$ cat src/design/zbw_pkg.sv
// Package: shared types, constants and state encoding for the zoom blur block.
`default_nettype none
package zbw_pkg;

  localparam int MaxWidthDef  = 256;
  localparam int MaxHeightDef = 256;
  localparam int CfgIdxW      = 3;

  localparam logic [CfgIdxW-1:0] REG_WIDTH    = 3'd0;
  localparam logic [CfgIdxW-1:0] REG_HEIGHT   = 3'd1;
  localparam logic [CfgIdxW-1:0] REG_CX       = 3'd2;
  localparam logic [CfgIdxW-1:0] REG_CY       = 3'd3;
  localparam logic [CfgIdxW-1:0] REG_STRENGTH = 3'd4;
  localparam logic [CfgIdxW-1:0] REG_MODE     = 3'd5;
  localparam logic [CfgIdxW-1:0] REG_FACTOR   = 3'd6;

  localparam logic       CMD_LOAD    = 1'b0;
  localparam logic       CMD_BLUR    = 1'b1;
  localparam logic [1:0] MODE_TANGENT = 2'd1;
  localparam logic [1:0] MODE_SPIRAL  = 2'd2;

  typedef struct packed {
    logic       command;
    logic [7:0] col;
    logic [7:0] row;
    logic [7:0] in_red;
    logic [7:0] in_green;
    logic [7:0] in_blue;
  } zbw_in_t;

  typedef struct packed {
    logic [7:0] out_col;
    logic [7:0] out_row;
    logic [7:0] out_red;
    logic [7:0] out_green;
    logic [7:0] out_blue;
    logic       status;
  } zbw_out_t;

  typedef enum logic [3:0] {
    ST_IDLE, ST_LOAD, ST_DIVX, ST_SETUP, ST_ADDR, ST_READ, ST_ACC,
    ST_AVG, ST_SRC, ST_SRCR, ST_SRCW, ST_DIVC, ST_DONE
  } zbw_state_t;

  // controller -> datapath
  typedef struct packed {
    logic capture;
    logic store_wr;
    logic div_start;
    logic div_avg;
    logic setup;
    logic addr;
    logic acc;
    logic src_addr;
    logic src_take;
    logic emit;
  } zbw_cmd_t;

  // datapath -> controller
  typedef struct packed {
    logic is_load;
    logic div_done;
    logic last;
    logic in_frame;
    logic stop;
    logic zero_cnt;
  } zbw_sts_t;

endpackage
`default_nettype wire

$ cat src/design/zbw_ctrl.sv
// Controller: sequences load, step division, sample walk, and average or source pixel read.
`default_nettype none
module zbw_ctrl import zbw_pkg::*; (
  input  wire logic     clk,
  input  wire logic     rst_n,
  input  wire logic     start,
  output logic          busy,
  input  wire zbw_sts_t sts,
  output zbw_cmd_t      cmd
);

  zbw_state_t state_r, state_nxt;

  always_ff @(posedge clk) begin
    if (!rst_n) state_r <= ST_IDLE;
    else state_r <= state_nxt;
  end

  always_comb begin
    state_nxt = state_r;
    case (state_r)
      ST_IDLE:  if (start) state_nxt = ST_LOAD;
      ST_LOAD:  state_nxt = sts.is_load ? ST_IDLE : ST_DIVX;
      ST_DIVX:  if (sts.div_done) state_nxt = ST_SETUP;
      ST_SETUP: state_nxt = ST_ADDR;
      ST_ADDR:  state_nxt = ST_READ;
      ST_READ:  state_nxt = ST_ACC;
      ST_ACC: begin
        if (sts.stop || sts.last) state_nxt = sts.zero_cnt ? ST_SRC : ST_AVG;
        else state_nxt = ST_ADDR;
      end
      ST_AVG:   state_nxt = ST_DIVC;
      ST_SRC:   state_nxt = ST_SRCR;
      ST_SRCR:  state_nxt = ST_SRCW;
      ST_SRCW:  state_nxt = ST_DONE;
      ST_DIVC:  if (sts.div_done) state_nxt = ST_DONE;
      ST_DONE:  state_nxt = ST_IDLE;
      default:  state_nxt = ST_IDLE;
    endcase
  end

  always_comb begin
    cmd = '0;
    busy = (state_r != ST_IDLE);
    case (state_r)
      ST_IDLE:  cmd.capture = start;
      ST_LOAD: begin
        cmd.store_wr  = sts.is_load;
        cmd.div_start = !sts.is_load;
      end
      ST_SETUP: cmd.setup = 1'b1;
      ST_ADDR:  cmd.addr = 1'b1;
      ST_ACC:   cmd.acc = 1'b1;
      // sums include the last sample by now
      ST_AVG: begin
        cmd.div_start = 1'b1;
        cmd.div_avg   = 1'b1;
      end
      ST_SRC:   cmd.src_addr = 1'b1;
      ST_SRCW:  cmd.src_take = 1'b1;
      ST_DONE:  cmd.emit = 1'b1;
      default:  cmd = '0;
    endcase
  end

endmodule
`default_nettype wire

$ cat config.mk
export PLATFORM = sky130hd
export DESIGN_NAME = zbw_ctrl
export DESIGN_NICKNAME = d
export VERILOG_FILES = /design/src/design/zbw_pkg.sv /design/src/design/zbw_ctrl.sv
export SDC_FILE = /design/constraint.sdc
export NUM_CORES = 1
export LEC_CHECK = 0
export BUFFER_PORTS_ARGS = -buffer_cell sky130_fd_sc_hd__buf_4
export CAP_MARGIN = 10
export CORE_AREA = 2 2 39 41
export DETAILED_ROUTE_END_ITERATION = 7
export DIE_AREA = 0 0 41 43
export PLACE_DENSITY = 0.65
export SLEW_MARGIN = 20
export SYNTH_ARGS = -nofsm -noshare
export SYNTH_HDL_FRONTEND = slang
export SYNTH_SLANG_ARGS = --single-unit
$ cat constraint.sdc
create_clock -name clk -period 1.5 [get_ports clk]
set_clock_uncertainty 0.05 [all_clocks]
set_input_delay 0.075 -clock clk [delete_from_list [all_inputs] [get_ports clk]]
set_output_delay 0.075 -clock clk [all_outputs]
set_load 0.05 [all_outputs]
### Word-level counts from Yosys, hierarchy flattened

Index checks and enable logic that the tools add are counted.

* flip-flop bits (word level): 4
* latch bits: 0
* RAM bits: 0
* ROM bits: 0
* bits of input ports: 9
* output and inout bits: 11
* word-level logic and storage cells: 38
* memories kept: 0

* add/subtract/negate cells: 0
* multipliers: 0
* div/mod/pow operators: 0
* $lt $le $gt $ge: 0
* eq/ne operators: 15
* shifts and indexed selects: 0
* muxes and demuxes: 17
* bitwise operators: 0
* reduce and logical (&&, ||, !) cells: 5

Operators by type and width (number)
* case mux 4 bit (12 select lines): 1
* == test 4 bit, second input constant: 5
* two-way mux 4 bit: 5
* == test 4 x 3 -> 1 bit, second input constant: 4
* two-way mux 1 bit: 9
* == test 4 x 2 -> 1 bit, second input constant: 2
* inequality test 2 bit, second input constant: 3
* == test 4 x 1 -> 1 bit, second input constant: 1
* logical NOT 4 bit: 1
* nonzero test 4 bit: 1
* AND reduction 3 bit: 1
* two-way mux 2 bit: 1
* case mux 1 bit (2 select lines): 1
* logical NOT 1 bit: 1
* logical OR 1 bit: 1

### Longest topological paths before layout

* depth in word-level cells: 3
* gate-level depth with buffers: 5
* mapped depth without buffers: 3

### Least setup slack after synthesis

Ideal clock, no wire load.

* kind: flip-flop to output port
* from: reg state_r[1]
* to: out cmd[2] (netlist name)
* arrival time: 1.781 ns
* data required time: 1.375 ns
* path slack: -0.406 ns
* cell stages (with the launch flop): 5
* buffers on the path: 2
* cells stage by stage: dfxtp_1 -> buf_2 -> buf_2 -> nand2b_1 -> nor3_1

RTL lines
* from (decl): line zbw_ctrl.sv:12 `zbw_state_t state_r, state_nxt;`
* from (signal assigned): line zbw_ctrl.sv:16 `else state_r <= state_nxt;`
* to (decl): line zbw_ctrl.sv:9 `output zbw_cmd_t cmd`

==> impl_metrics.json <==
{
  "status": "completed",
  "fp.coreArea_sq_mm": 0.00138,
  "yosysMostFrequentCell": "nor2_1",
  "dieArea_sq_mm": 0.00176,
  "largestRegisters": "state_r x4",
  "synth_top_cells_by_area": "dfxtp_1 (18%), a211oi_2 (5.6%), nor3_1 (5.6%)",
  "wl_per_cell_microns": 11.4,
  "rr_worst_depth": 5,
  "hp-class": "input port to flop",
  "ys_warn_count": 0,
  "overflow": 0,
  "slew_headroom_pct": 80.8,
  "drc": 0,
  "cts_tree": "yes",
  "dp_worst_setup_slack_ns": 0.0890,
  "start_kind": "flop",
  "endpoint": "cmd[7]",
  "reg2reg_to": "state_r[1]",
  "startpoint": "state_r[1]",
  "tightest_slew_ns": 0.288,
  "grtUsageTotal_pct": 16.2,
  "async_reset_ff_share_pct": 0,
  "via_count": 527,
  "yosys.area.top_type": "dfxtp_1",
  "ys_seq_elements": 4,
  "cts_sinks": 4,
  "syn_area_sq_um": 444,
  "fin_total_pwr_w": 0.000442,
  "gp_congestion": 0.790,
  "via_per_inst": 5.12,
  "p_per_area_mw_per_mm2": 611,
  "syn2layout_area_growth_pct": 62.8,
  "critPathMaxFanout": 2,
  "largest_register_ffs": 4,
  "cts_buffers": 3,
  "ios": 20,
  "ys_seq_area_share_pct": 18.0,
  "worstSetupEndpointType": "primary output",
  "yosys-top-cells-count": "nor2_1 (6), nand2_1 (5), nor3_1 (5)",
  "worstSetupPathType": "flop to primary output",
  "antenna-diode-count": 0,
  "r2r_slack_ns": 0.14,
  "clk_latency_ns": 0.23,
  "die_x_microns": 41,
  "holdWs_ns": 0.0742,
  "syn_nets": 69,
  "yosysTopAreaCellShare_pct": 18.0,
  "cts_hold_buf": 0,
  "drive_gt1_share_pct": 57.5,
  "ys_types": 30,
  "clk_path_buf_depth": 2,
  "fmax_mhz": 673,
  "fin_ws_ns": 0.0130,
  "drtAntennaViolNets": 0,
  "grt_pass1_wl_microns": 1950,
  "hold_viol_final": 0,
  "drt_iter0_markers": 15,
  "grt_pass1_vias": 465,
  "port_buffers": 18,
  "grt_max_degree": 13,
  "arrival_ns": 1.36,
  "h-tree-depth": 1,
  "nets": 98,
  "dp_hpwl_microns": 847,
  "setup_viol": 0,
  "first_pass_iters": 4,
  "syn_inst": 60,
  "clk_pin_slew_ns": 0.04,
  "timing.setup.tns_ns": 0,
  "die_h_microns": 43,
  "ys.flop_type": "dfxtp_1",
  "required_ns": 1.37,
  "drv_cap": 0,
  "top_register": "state_r",
  "routed_wl_microns": 1180,
  "clock-root-buffer": "clkbuf_4",
  "leakage_nw": 0.329,
  "r2r_start": "state_r[1]",
  "min_period_ns": 1.49,
  "final-max-slew-violation-count": 0,
  "synth_edf_count": 0,
  "num_rows": 14,
  "grt_setup_unrepaired": "true",
  "finish.utilization_pct": 52.3,
  "start_util_pct": 32.1,
  "finalCritPeriodShare_pct": 99.1,
  "synth.avg_cell_area_sq_um": 7.40,
  "ir_worst_vdd_mv": 0.306,
  "antenna_found_initial": 0
}
-- per-layer routing --
| metal | global-route usage, % | up-vias | wire length, microns |
|---|---|---|---|
| met4 | 8.00 | 0 | 0 |
| met1 | 20.1 | 232 | 492 |
| met2 | 25.3 | 24 | 586 |
| met3 | 3.14 | 0 | 100 |
| met5 | 0 | - | 0 |
| li1 | - | 271 | - |
-- metrics by stage --
stage                     instance area, sq um  instances
after floorplan                            469         60
after global placement                     636         95
after detailed placement                   636         95
after CTS                                  707        103
after global routing                       723        103
final                                      723        103
-- layout by cell type (no fill, tap or decap), drive strengths merged --
| cell | Yosys | layout |
|---|---|---|
| a211oi | 2 | 2 |
| a21oi | 2 | 2 |
| a31o | 2 | 2 |
| a31oi | 1 | 1 |
| and2 | 1 | 1 |
| and3 | 2 | 2 |
| and4b | 1 | 1 |
| buf | 6 | 30 |
| clkbuf | 0 | 3 |
| dfxtp | 4 | 4 |
| inv | 4 | 4 |
| mux2i | 2 | 2 |
| nand2 | 5 | 5 |
| nand2b | 3 | 3 |
| nand3b | 1 | 1 |
| nor2 | 6 | 6 |
| nor2b | 1 | 1 |
| nor3 | 5 | 5 |
| nor4 | 1 | 1 |
| o2111ai | 2 | 2 |
| o21a | 2 | 2 |
| o21ai | 1 | 1 |
| o21bai | 1 | 1 |
| o221a | 1 | 1 |
| o31ai | 1 | 1 |
| o32ai | 1 | 1 |
| or3 | 1 | 1 |
| xor2 | 1 | 1 |
-- final cells by class --
cell class                      instances  area, sq um
Tap cell                               16         20.0
Sequential cell                         4         90.1
Multi-Input combinational cell         46          343
Fill cell                             142          661
Clock buffer                            3         22.5
Timing Repair Buffer                   30          233
Inverter                                4         15.0
-- worst min path at each step --
stage / startpoint / to / slack (ns) / depth (start not counted)
6_report: rst_n / state_r[3] / 0.07 / 3
3_3_place_gp: rst_n / state_r[3] / 0.32 / 3
5_1_grt: rst_n / state_r[3] / 0.1 / 3
2_1_floorplan: rst_n / state_r[3] / 0.19 / 2
3_5_place_dp: rst_n / state_r[3] / 0.32 / 3
4_1_cts: rst_n / state_r[3] / 0.08 / 3
-- worst max-delay path, stage by stage (launching register included) --
cell and delay (ns):
dfxtp_4 0.33, or3_4 0.37, a211oi_4 0.24, buf_6 0.18
-- power breakdown --
part	switching, W	internal [W]	total [W]
combinational	0.000109	0.0000821	0.000191
sequential	0.00000866	0.000112	0.000120
clock	0.0000414	0.0000893	0.000131
total	0.000159	0.000283	0.000442
-- timing repair --
item,in CTS,in global routing
resized for setup,5,5
setup endpoints to repair,4,9
pin swaps,1,2
buffers inserted,5,0
-- cells by family after synthesis --
logic type,Yosys count,synth area share (%)
muxes,2,4.51
DFF,4,18.0
xor gates and xnor gates,1,1.97
AOI/OAI and AO/OA,16,29.6
buffers and inverters,10,12.7
and+or+nand+nor,27,33.2
(Power assumes the default switching activity.)
